**src/rtl/core/chsd_pkg.sv**
```systemverilog
// Shared types and constants of the canonical Huffman stream decoder.
// Used by the controller, the datapath and the top level; depends on nothing.
package chsd_pkg;

  localparam int MAX_CODE_LEN = 16;
  localparam int MAX_SYMBOLS  = 256;

  // A size byte of zero stands for this alphabet size.
  localparam logic [8:0] SIZE_ZERO_MEANS = 9'h100;
  // The running symbol position saturates at this value.
  localparam logic [8:0] POS_SAT = 9'd511;

  localparam int CL_W   = $clog2(MAX_CODE_LEN + 1);
  localparam int CNT_AW = (MAX_CODE_LEN > 1) ? $clog2(MAX_CODE_LEN) : 1;
  localparam int SYM_AW = $clog2(MAX_SYMBOLS);
  localparam int ACC_W  = MAX_CODE_LEN + 1;
  // First code can grow well past the code bits when counts oversubscribe.
  localparam int FC_W   = MAX_CODE_LEN + 10;

  typedef enum logic [1:0] {
    PH_SIZE   = 2'd0,
    PH_COUNT  = 2'd1,
    PH_SYMS   = 2'd2,
    PH_DECODE = 2'd3
  } phase_t;

  typedef struct packed {
    logic [7:0] data_byte;
    logic       final_byte;
  } in_item_t;

  typedef struct packed {
    logic [7:0] symbol;
    logic       bad_code;
    logic       run_end;
  } out_item_t;

  typedef struct packed {
    logic header;  // process the request on the input port as a header byte
    logic load;    // latch a code byte for bit-serial decoding
    logic step;    // decode one code bit
    logic flush;   // close the byte: push any held result as the run end
  } chsd_cmd_t;

  typedef struct packed {
    logic decoding;  // header is complete, bytes carry code bits
    logic emit;      // the current bit completes a result
    logic pend_v;    // a result is held back until its successor is known
    logic out_free;  // the output register can take a result this cycle
    logic last_bit;  // the current bit is the last of the byte
  } chsd_stat_t;

endpackage

```
**src/rtl/core/canonical_huffman_stream_decoder.sv**
```systemverilog
// Top level of the canonical Huffman stream decoder.
// Instantiates chsd_ctrl and chsd_dp; uses chsd_pkg for types and constants.
//
// Usage: bytes arrive on the in_ channel (valid/ready). Each stream opens with
// a header: a size byte (zero means 256 symbols), one count byte per code
// length starting at length one until the counts reach the size (at most 16),
// then the symbols in canonical order. Every later byte carries eight code
// bits, MSB first. Each decoded symbol leaves on the out_ channel as one
// request; bad_code marks a code that found no symbol, and run_end marks the
// last request produced by an input byte. A byte with final_byte set is
// handled normally, then any partial code is dropped and a new header begins.
//
// Timing: a header byte is taken and the block stays ready for the next byte.
// A code byte is accepted, then decoded in eight bit steps (each one a
// subtract-compare against the first code of the current length), then closed.
// The symbol memory is read with registered data, so each symbol is held back
// and leaves once its successor, or the byte end, is known. A stalled
// receiver holds the output register; the bit steps then wait only when a
// second result would have to pass it.
// Reset empties the result path and returns to the size byte with all code
// counts zero; the symbol memory is not cleared and needs no sweep.
module canonical_huffman_stream_decoder import chsd_pkg::*; (
  input  logic      clk,
  input  logic      rst_n,
  input  logic      in_valid,
  output logic      in_ready,
  input  in_item_t  in_item,
  output logic      out_valid,
  input  logic      out_ready,
  output out_item_t out_item
);

  chsd_cmd_t  cmd;
  chsd_stat_t stat;

  chsd_ctrl u_ctrl (
    .clk      (clk),
    .rst_n    (rst_n),
    .in_valid (in_valid),
    .in_ready (in_ready),
    .stat     (stat),
    .cmd      (cmd)
  );

  chsd_dp u_dp (
    .clk       (clk),
    .rst_n     (rst_n),
    .in_item   (in_item),
    .cmd       (cmd),
    .out_ready (out_ready),
    .stat      (stat),
    .out_valid (out_valid),
    .out_item  (out_item)
  );

  // An invalid code always carries symbol zero.
  a_bad_is_zero: assert property (@(posedge clk) disable iff (!rst_n)
    (out_valid && out_item.bad_code) |-> (out_item.symbol == 8'd0))
    else $error("bad_code result with nonzero symbol");

  // The controller issues at most one command per cycle.
  a_one_cmd: assert property (@(posedge clk) disable iff (!rst_n)
    $onehot0({cmd.header, cmd.load, cmd.step, cmd.flush}))
    else $error("more than one datapath command in a cycle");

  // A code byte keeps the input closed while its bits are decoded.
  a_busy_after_load: assert property (@(posedge clk) disable iff (!rst_n)
    (in_valid && in_ready && stat.decoding) |=> !in_ready)
    else $error("input reopened right after a code byte");

  // A flush never leaves a result held back.
  a_flush_empties: assert property (@(posedge clk) disable iff (!rst_n)
    cmd.flush |=> !stat.pend_v)
    else $error("held result survived the end of a byte");

endmodule

```
**src/rtl/core/chsd_ctrl.sv**
```systemverilog
// Controller of the canonical Huffman stream decoder: sequences byte intake,
// the eight bit steps of a code byte and the closing flush. Uses chsd_pkg.
module chsd_ctrl import chsd_pkg::*; (
  input  logic       clk,
  input  logic       rst_n,
  input  logic       in_valid,
  output logic       in_ready,
  input  chsd_stat_t stat,
  output chsd_cmd_t  cmd
);

  typedef enum logic [2:0] {
    S_IDLE  = 3'b001,
    S_BIT   = 3'b010,
    S_FLUSH = 3'b100
  } state_t;

  state_t state_r, state_nxt;
  logic   stall;

  // A new result may only be made when the held one can move on.
  assign stall = stat.emit && stat.pend_v && !stat.out_free;

  always_comb begin
    state_nxt = state_r;
    cmd       = '0;
    in_ready  = 1'b0;
    unique case (state_r)
      S_IDLE: begin
        in_ready = 1'b1;
        if (in_valid) begin
          if (stat.decoding) begin
            cmd.load  = 1'b1;
            state_nxt = S_BIT;
          end else begin
            cmd.header = 1'b1;
          end
        end
      end
      S_BIT: begin
        if (!stall) begin
          cmd.step = 1'b1;
          if (stat.last_bit) begin
            state_nxt = S_FLUSH;
          end
        end
      end
      S_FLUSH: begin
        if (!stat.pend_v || stat.out_free) begin
          cmd.flush = 1'b1;
          state_nxt = S_IDLE;
        end
      end
      default: begin
        state_nxt = S_IDLE;
      end
    endcase
  end

  always_ff @(posedge clk) begin
    if (!rst_n) begin
      state_r <= S_IDLE;
    end else begin
      state_r <= state_nxt;
    end
  end

endmodule

```
**src/rtl/core/chsd_dp.sv**
```systemverilog
// Datapath of the canonical Huffman stream decoder: header registers, code
// count table, symbol memory, bit-serial code matcher and result registers.
// Uses chsd_pkg; driven by chsd_ctrl commands.
module chsd_dp import chsd_pkg::*; (
  input  logic       clk,
  input  logic       rst_n,
  input  in_item_t   in_item,
  input  chsd_cmd_t  cmd,
  input  logic       out_ready,
  output chsd_stat_t stat,
  output logic       out_valid,
  output out_item_t  out_item
);

  phase_t                phase_r, phase_nxt;
  logic [8:0]            asize_r, asize_nxt;
  logic [8:0]            hprog_r, hprog_nxt;
  logic [CL_W-1:0]       cidx_r, cidx_nxt;
  logic [7:0]            counts_r [MAX_CODE_LEN];
  logic [7:0]            counts_nxt [MAX_CODE_LEN];
  logic [ACC_W-1:0]      acc_r, acc_nxt;
  logic [FC_W-1:0]       fc_r, fc_nxt;
  logic [8:0]            pos_r, pos_nxt;
  logic [CL_W-1:0]       clen_r, clen_nxt;
  logic [7:0]            byte_r, byte_nxt;
  logic [2:0]            bitcnt_r, bitcnt_nxt;
  logic                  last_r, last_nxt;
  logic                  pend_v_r, pend_v_nxt;
  logic                  pend_bad_r, pend_bad_nxt;
  logic                  out_valid_r, out_valid_nxt;
  out_item_t             out_r, out_nxt;
  logic [7:0]            rd_r;
  logic [7:0]            sym_mem [MAX_SYMBOLS];

  logic [7:0]            cnt;
  logic [ACC_W-1:0]      acc_sh;
  logic [FC_W-1:0]       fc_sh;
  logic [FC_W-1:0]       diff;
  logic                  hit;
  logic [9:0]            idx;
  logic                  good;
  logic [9:0]            pos_sum;
  logic [CL_W-1:0]       clen_inc;
  logic                  timeout;
  logic                  emit;
  logic                  push;
  logic                  rd_en;
  logic                  sym_we;
  logic [8:0]            size_val;
  logic [9:0]            hp_sum;

  // One bit of the canonical match: shift in the bit, compare against the
  // first code of the current length.
  always_comb begin
    cnt      = (clen_r < CL_W'(MAX_CODE_LEN)) ? counts_r[clen_r[CNT_AW-1:0]] : 8'd0;
    acc_sh   = {acc_r[ACC_W-2:0], byte_r[7]};
    fc_sh    = {fc_r[FC_W-2:0], 1'b0};
    diff     = FC_W'(acc_sh) - fc_sh;
    hit      = (FC_W'(acc_sh) >= fc_sh) && (diff < FC_W'(cnt));
    idx      = {1'b0, pos_r} + {2'b00, diff[7:0]};
    good     = idx < {1'b0, asize_r};
    pos_sum  = {1'b0, pos_r} + {2'b00, cnt};
    clen_inc = clen_r + CL_W'(1);
    timeout  = !hit && (clen_inc >= CL_W'(MAX_CODE_LEN));
    emit     = hit || timeout;
  end

  assign rd_en  = cmd.step && hit && good;
  assign push   = pend_v_r && ((cmd.step && emit) || cmd.flush);
  assign sym_we = cmd.header && (phase_r == PH_SYMS) && (hprog_r < 9'(MAX_SYMBOLS));

  always_comb begin
    phase_nxt    = phase_r;
    asize_nxt    = asize_r;
    hprog_nxt    = hprog_r;
    cidx_nxt     = cidx_r;
    counts_nxt   = counts_r;
    acc_nxt      = acc_r;
    fc_nxt       = fc_r;
    pos_nxt      = pos_r;
    clen_nxt     = clen_r;
    byte_nxt     = byte_r;
    bitcnt_nxt   = bitcnt_r;
    last_nxt     = last_r;
    pend_v_nxt   = pend_v_r;
    pend_bad_nxt = pend_bad_r;
    size_val     = 9'd0;
    hp_sum       = 10'd0;

    if (cmd.header) begin
      unique case (phase_r)
        PH_SIZE: begin
          size_val = (in_item.data_byte == 8'd0) ? SIZE_ZERO_MEANS
                                                 : {1'b0, in_item.data_byte};
          if (size_val > 9'(MAX_SYMBOLS)) begin
            size_val = 9'(MAX_SYMBOLS);
          end
          asize_nxt = size_val;
          for (int i = 0; i < MAX_CODE_LEN; i++) begin
            counts_nxt[i] = 8'd0;
          end
          hprog_nxt = 9'd0;
          cidx_nxt  = '0;
          phase_nxt = PH_COUNT;
        end
        PH_COUNT: begin
          if (cidx_r < CL_W'(MAX_CODE_LEN)) begin
            counts_nxt[cidx_r[CNT_AW-1:0]] = in_item.data_byte;
          end
          cidx_nxt = cidx_r + CL_W'(1);
          hp_sum   = {1'b0, hprog_r} + {2'b00, in_item.data_byte};
          if (hp_sum >= {1'b0, asize_r} || cidx_nxt >= CL_W'(MAX_CODE_LEN)) begin
            hprog_nxt = 9'd0;
            phase_nxt = PH_SYMS;
          end else begin
            hprog_nxt = hp_sum[8:0];
          end
        end
        PH_SYMS: begin
          hprog_nxt = hprog_r + 9'd1;
          if (hprog_nxt >= asize_r) begin
            phase_nxt = PH_DECODE;
            acc_nxt   = ACC_W'(1);
            fc_nxt    = FC_W'(1);
            pos_nxt   = 9'd0;
            clen_nxt  = '0;
          end
        end
        default: begin
          phase_nxt = phase_r;
        end
      endcase
    end

    if (cmd.load) begin
      byte_nxt   = in_item.data_byte;
      last_nxt   = in_item.final_byte;
      bitcnt_nxt = 3'd0;
    end

    if (cmd.step) begin
      byte_nxt   = {byte_r[6:0], 1'b0};
      bitcnt_nxt = bitcnt_r + 3'd1;
      if (emit) begin
        pend_v_nxt   = 1'b1;
        pend_bad_nxt = !(hit && good);
        acc_nxt      = ACC_W'(1);
        fc_nxt       = FC_W'(1);
        pos_nxt      = 9'd0;
        clen_nxt     = '0;
      end else begin
        acc_nxt  = acc_sh;
        fc_nxt   = fc_sh + FC_W'(cnt);
        pos_nxt  = (pos_sum > {1'b0, POS_SAT}) ? POS_SAT : pos_sum[8:0];
        clen_nxt = clen_inc;
      end
    end

    if (cmd.flush) begin
      pend_v_nxt = 1'b0;
    end

    // The last byte of a stream drops any partial code and rearms the header.
    if ((cmd.header && in_item.final_byte) || (cmd.flush && last_r)) begin
      phase_nxt = PH_SIZE;
      hprog_nxt = 9'd0;
      cidx_nxt  = '0;
      acc_nxt   = ACC_W'(1);
      fc_nxt    = FC_W'(1);
      pos_nxt   = 9'd0;
      clen_nxt  = '0;
    end
  end

  always_comb begin
    out_nxt       = out_r;
    out_valid_nxt = out_valid_r;
    if (push) begin
      out_nxt.symbol   = pend_bad_r ? 8'd0 : rd_r;
      out_nxt.bad_code = pend_bad_r;
      out_nxt.run_end  = cmd.flush;
      out_valid_nxt    = 1'b1;
    end else if (out_ready) begin
      out_valid_nxt = 1'b0;
    end
  end

  always_ff @(posedge clk) begin
    if (!rst_n) begin
      phase_r     <= PH_SIZE;
      asize_r     <= 9'd0;
      hprog_r     <= 9'd0;
      cidx_r      <= '0;
      acc_r       <= ACC_W'(1);
      fc_r        <= FC_W'(1);
      pos_r       <= 9'd0;
      clen_r      <= '0;
      bitcnt_r    <= 3'd0;
      last_r      <= 1'b0;
      pend_v_r    <= 1'b0;
      out_valid_r <= 1'b0;
      for (int i = 0; i < MAX_CODE_LEN; i++) begin
        counts_r[i] <= 8'd0;
      end
    end else begin
      phase_r     <= phase_nxt;
      asize_r     <= asize_nxt;
      hprog_r     <= hprog_nxt;
      cidx_r      <= cidx_nxt;
      acc_r       <= acc_nxt;
      fc_r        <= fc_nxt;
      pos_r       <= pos_nxt;
      clen_r      <= clen_nxt;
      bitcnt_r    <= bitcnt_nxt;
      last_r      <= last_nxt;
      pend_v_r    <= pend_v_nxt;
      out_valid_r <= out_valid_nxt;
      counts_r    <= counts_nxt;
    end
  end

  always_ff @(posedge clk) begin
    byte_r     <= byte_nxt;
    pend_bad_r <= pend_bad_nxt;
    out_r      <= out_nxt;
  end

  always_ff @(posedge clk) begin
    if (sym_we) begin
      sym_mem[hprog_r[SYM_AW-1:0]] <= in_item.data_byte;
    end
  end

  always_ff @(posedge clk) begin
    if (rd_en) begin
      rd_r <= sym_mem[idx[SYM_AW-1:0]];
    end
  end

  always_comb begin
    stat.decoding = (phase_r == PH_DECODE);
    stat.emit     = emit;
    stat.pend_v   = pend_v_r;
    stat.out_free = !out_valid_r || out_ready;
    stat.last_bit = (bitcnt_r == 3'd7);
  end

  assign out_valid = out_valid_r;
  assign out_item  = out_r;

endmodule
```
**config.mk**
```make
export PLATFORM = sky130hd
export DESIGN_NAME = canonical_huffman_stream_decoder
export DESIGN_NICKNAME = d
export VERILOG_FILES = /design/src/rtl/core/chsd_pkg.sv /design/src/rtl/core/canonical_huffman_stream_decoder.sv /design/src/rtl/core/chsd_ctrl.sv /design/src/rtl/core/chsd_dp.sv
export SDC_FILE = /design/constraint.sdc
export NUM_CORES = 2
export LEC_CHECK = 0
export BUFFER_PORTS_ARGS = -buffer_cell sky130_fd_sc_hd__buf_4
export CORE_MARGIN = 4
export CORE_UTILIZATION = 57
export CTS_CLUSTER_DIAMETER = 200
export CTS_CLUSTER_SIZE = 30
export DETAILED_ROUTE_END_ITERATION = 8
export PLACE_DENSITY_LB_ADDON = 0.12
export SLEW_MARGIN = 0
export SYNTH_ARGS = -nofsm -noshare
export SYNTH_HDL_FRONTEND = slang
export SYNTH_HIERARCHICAL = 1
export SYNTH_SLANG_ARGS = --single-unit
```
**constraint.sdc**
```tcl
create_clock -name clk -period 5.4 [get_ports clk]
set_clock_uncertainty 0.15 [all_clocks]
set_input_delay 1.08 -clock clk [delete_from_list [all_inputs] [get_ports clk]]
set_output_delay 1.08 -clock clk [all_outputs]
set_load 0.02 [all_outputs]
```
## Word level (Yosys, flattened, before mapping)

Memories as Yosys holds them, arrays and structs flattened. A register that Yosys moved wholly into a read port is not among the register bits.
Cells that the tools add are included.

- RAM bits: 2048
- Logic and storage cells: 183
- Memories kept: 1
- Bits in registers: 236
- Input bits: 13
- Output and inout bits: 12

Memory list:

| name | words | bits a word | rd ports | clocked after memory_dff | write ports | line | source |
|---|---|---|---|---|---|---|---|
| u_dp.sym_mem | 256 | 8 | 1 | 1 | 1 | chsd_dp.sv:33 | `logic [7:0] sym_mem [MAX_SYMBOLS];` |

- Bitwise logic cells: 3
- Add/sub/neg operators: 9
- $lt $le $gt $ge: 15
- Multiplexer cells: 61
- Reductions and logical operators: 44
- Equal/unequal tests: 15

Operators with widths:

| kind | number |
|---|---|
| $pmux W128 S2 | 1 |
| $bwmux W128 | 1 |
| $mux W128 | 1 |
| $mux W25 | 5 |
| $mux W9 | 9 |
| $mux W16 | 5 |
| $mux W8 | 6 |
| $bmux W8 S4 | 1 |
| $demux W8 S4 | 1 |
| $add A9 B8 Y10 | 3 |
| $pmux W9 S3 | 1 |
| $ge A17 B26 Y1 | 1 |
| $lt A26 B8 Y1 | 1 |
| $sub A17 B26 Y26 | 1 |
| $add A25 B8 Y25 | 1 |
| $mux W5 | 5 |
| $mux W3 | 7 |
| $ge A5 B5 Y1 const B | 4 |
| $logic_and A1 B1 Y1 | 14 |
| $reduce_bool A2 Y1 | 6 |
| $mux W1 | 11 |
| $add A5 B1 Y5 const B | 2 |
| $ge A10 B9 Y1 | 1 |
| $gt A10 B9 Y1 const B | 1 |
| other kinds (31) | 58 |

## Logic depth before layout (Yosys ltp)

- Depth in word-level cells: 18
- Gate-level depth with buffers: 25
- Gate-level depth less buffers: 22

## Hierarchy

Netlist, hierarchy kept.

Modules (own cells, without submodules):

| module | times used | area each (sq um) | sequential area each (sq um) | cells each |
|---|---|---|---|---|
| chsd_dp | 1 | 92302.3 | 66583.9 | 4769 |
| chsd_ctrl | 1 | 214.0 | 60.1 | 25 |

## Worst setup path after synthesis

Ideal clock, no wire load.

- Path kind: flip-flop to flip-flop
- From: register u_dp.clen_r[1]
- To: register u_dp.out_r, in the netlist u_dp/out_item[0], enable pin
- Stages on the path, launching flop included: 23
- Slack: -67 ps
- Period minus slack after synthesis: 5467 ps
- Buffers on the path: 6
- Library setup time: 391 ps
- Required time: 4859 ps
- Arrival: 4926 ps
- Cell sequence: dfxtp_1 clkbuf_1 clkbuf_1 clkbuf_1 mux4_2 mux2i_1 a211o_1 ha_1 o211ai_1 nor3_1 inv_1 o22ai_1 nor4_1 nor4b_4 nor2b_1 inv_1 buf_4 and3b_1 nor3_1 clkbuf_1 clkbuf_1 nand2_1 o21ai_0

RTL lines:

| item | line | source |
|---|---|---|
| start, declared | chsd_dp.sv:24 | `logic [CL_W-1:0] clen_r, clen_nxt;` |
| start signal, assigned | chsd_dp.sv:213 | `clen_r <= clen_nxt;` |
| end signal, assigned | chsd_dp.sv:225 | `out_r <= out_nxt;` |
| end, declared | chsd_dp.sv:31 | `out_item_t out_r, out_nxt;` |

==> flow_summary.json <==
{
  "cp_max_fo": 36,
  "start_util": 0.5749,
  "layout_common_cells": "edfxtp_1 (2074), mux4_2 (670), buf_4 (423), nor2_1 (304), dfxtp_1 (217)",
  "cts.reportedPaths.clkPinSlew_ps": 120,
  "wl_per_cell_microns": 30.76,
  "grt_pass1_vias": 46490,
  "tightestPinTransition_ps": 1128,
  "synthCells": 4794,
  "dieArea_sq_um": 168800,
  "grt_start_max_net_pins": 178,
  "place_hpwl_mm": 145.2,
  "arrival_ps": 5580,
  "cts_htree_levels": 3,
  "place_congestion": 0.9340,
  "vias": 46940,
  "synth_area_sq_um": 92520,
  "yosysSeqAreaShare": 0.7203,
  "rsz0062_at_grt": "no",
  "cts-root-buf": "clkbuf_16",
  "areaGrowthSynthToFinish_pct": 8.554,
  "clock_latency_ps": 750,
  "ys.flop_type": "edfxtp_1",
  "setup_violations": 0,
  "setup_tns_ps": 0,
  "ir_worst_vdd_uv": 264.9,
  "timing.final.max_slew_violations": 0,
  "worstPathRequired_ps": 5940,
  "p_leak_uw": 0.03193,
  "drc": 0,
  "die_x_microns": 410.9,
  "fin_ws_ps": 361.0,
  "fin_area_sq_um": 100400,
  "finalHoldViolCount": 0,
  "grt_usage": 0.2663,
  "cts_tree": "yes",
  "finalCritPeriodShare": 0.9331,
  "start_kind": "flip-flop",
  "p_total_uw": 28090,
  "hold_buffers": 0,
  "final_common_cell": "edfxtp_1",
  "r2r_slack_ps": 360,
  "yosys_register_bits": 2292,
  "antenna_found_initial": 3,
  "postPlaceCellArea_sq_um": 98080,
  "fp-row-count": 147,
  "fmax_mhz": 198.5,
  "io_buffers": 24,
  "maxCapViolations": 0,
  "n_antenna_cell": 0,
  "first_iter_violations": 6170,
  "synthArstFlopShare": 0,
  "cts_made_buffers": 86,
  "worstSetupPathType": "flip-flop to flip-flop",
  "drt-pass1-iter-count": 5,
  "synth_cell_types": 70,
  "n_fill_cell": 11130,
  "clock_sinks": 2292,
  "synth_nets": 4908,
  "ant_nets": 0,
  "grt_overflow": 0,
  "grt_pass1_wl_mm": 327.3,
  "die_h_microns": 410.9,
  "drive_gt1_frac": 0.2486,
  "holdWs_ps": 324.2,
  "synth-edff-count": 2074,
  "outcome": "completed",
  "power_density_nw_per_um2": 279.7,
  "finalCriticalPeriod_ps": 5039,
  "synth.avg_cell_area_sq_um": 19.30,
  "yosysWarnings": 6,
  "cp-end-kind": "flip-flop",
  "slew_headroom": 0.2483,
  "routed_wl_mm": 222.7,
  "viasPerCell": 6.483,
  "cts_buffer_depth": 3,
  "nNetsFinal": 5171,
  "min_path_type": "flip-flop to flip-flop",
  "place_ws_ps": 214.0,
  "io_pins": 25,
  "design.core.area_sq_um": 160900
}
[worst max-delay path: stages (launching register included)]
cell	delay, ps
dfxtp_1	360
inv_1	60
ha_1	220
fa_1	400
nand2b_1	180
a21oi_1	230
nor2b_1	100
xnor2_1	220
ha_1	300
a21oi_1	160
nand4_1	110
a211oi_1	260
nand4_1	130
nor4_1	230
nor4b_4	360
nor2b_2	130
inv_1	60
and3b_1	220
nor3_2	70
inv_1	130
o311ai_1	220
nor2_4	170
buf_6	290
mux2_2	200
[cell usage after synthesis, types with 3 or more instances]
master | number | share of area
edfxtp_1 | 2074 | 0.67
nor2_1 | 305 | 0.012
o21bai_1 | 7 | 0.00057
nand3_1 | 31 | 0.0017
a21boi_0 | 14 | 0.0011
a21oi_1 | 55 | 0.0030
mux2i_1 | 33 | 0.0036
nor2b_1 | 171 | 0.012
mux4_2 | 670 | 0.16
dfxtp_1 | 218 | 0.047
xor2_1 | 17 | 0.0016
ha_1 | 96 | 0.013
o211ai_1 | 6 | 0.00049
clkbuf_1 | 197 | 0.0080
o2bb2ai_1 | 6 | 0.00057
o21ai_1 | 6 | 0.00032
and3_1 | 30 | 0.0020
a22o_1 | 57 | 0.0054
or3_1 | 4 | 0.00027
nand2b_1 | 15 | 0.0010
nand3b_1 | 3 | 0.00024
inv_1 | 71 | 0.0029
xnor2_1 | 40 | 0.0038
o21ai_0 | 41 | 0.0022
nor4_1 | 9 | 0.00061
nand4_1 | 44 | 0.0030
o22ai_1 | 3 | 0.00020
a22oi_1 | 152 | 0.012
a211o_1 | 9 | 0.00085
buf_1 | 31 | 0.0013
buf_2 | 56 | 0.0030
and2_1 | 22 | 0.0015
nand2_1 | 173 | 0.0070
a221oi_1 | 3 | 0.00028
a211oi_1 | 13 | 0.0011
a31oi_1 | 6 | 0.00041
nor3b_1 | 6 | 0.00049
a21o_1 | 32 | 0.0026
o21a_1 | 4 | 0.00032
fa_1 | 5 | 0.0011
nor3_1 | 23 | 0.0012
[area by class of cell]
| cell class | instances | area [sq um] | area share |
|---|---|---|---|
| tap | 2160 | 2703 | 0.02691 |
| clock buffer | 107 | 2273 | 0.02264 |
| inverter | 74 | 279.0 | 0.002778 |
| sequential | 2292 | 66650 | 0.6636 |
| multi-input combinational | 2140 | 24540 | 0.2443 |
| clock inverter | 4 | 65.06 | 0.0006478 |
| timing repair buffer | 463 | 3928 | 0.03911 |
[registers in the layout, summed over array words and instances (netlist names), 2 cells and up]
signal,flops
u_dp/out_item,10
u_dp/sym_mem,2048
u_dp/byte_r,8
u_dp/counts_r,128
u_dp/rd_r,8
u_dp/acc_r,16
u_dp/fc_r,25
u_dp/pos_r,9
u_ctrl/state_r,3
u_dp/bitcnt_r,3
u_dp/cidx_r,5
u_dp/asize_r,9
u_dp/phase_r,2
u_dp/clen_r,5
u_dp/hprog_r,9
[report_power, final]
part	switching [uW]	internal (uW)
logic	532	158
clock network	5070	3030
registers	8.04	19300
[routing by layer]
layer,track usage,part of all wire
met5,0,0
met4,0.06703,0.028
met3,0.03431,0.071
met2,0.4248,0.49
met1,0.3984,0.41
[final timing paths]
path	from	to	cells past startpoint
hold reg to reg	u_dp/asize_r[3]	u_dp/asize_r[3]	2
setup / recovery	u_dp/acc_r[0]	u_dp/clen_r[0]	23
hold / removal	u_dp/asize_r[3]	u_dp/asize_r[3]	2
setup reg to reg	u_dp/acc_r[0]	u_dp/clen_r[0]	23
[logic make-up (layout without fill, tap and decap cells)]
family          after synthesis  after routing  synth area share
buf+inv                     362            648           0.01570
xor+xnor                     58             58          0.005572
flops                      2292           2292            0.7203
fa+ha+maj                   101            101           0.01407
mux                         704            704            0.1668
compound gates              429            429           0.03328
simple gates                848            848           0.04424
[what timing repair did]
action                     4_1_cts  5_1_grt
setup buffers                    0        1
gates resized for setup          0        3
setup endpoints to repair        0       54
[through the flow]
step                utilization  std cells
floorplan                     -       4794
global placement         0.6094       7128
detailed placement       0.6094       7128
CTS                      0.6240       7239
global route             0.6240       7240
finish                   0.6240       7240
No activity file was read; power rests on OpenSTA's default activity.
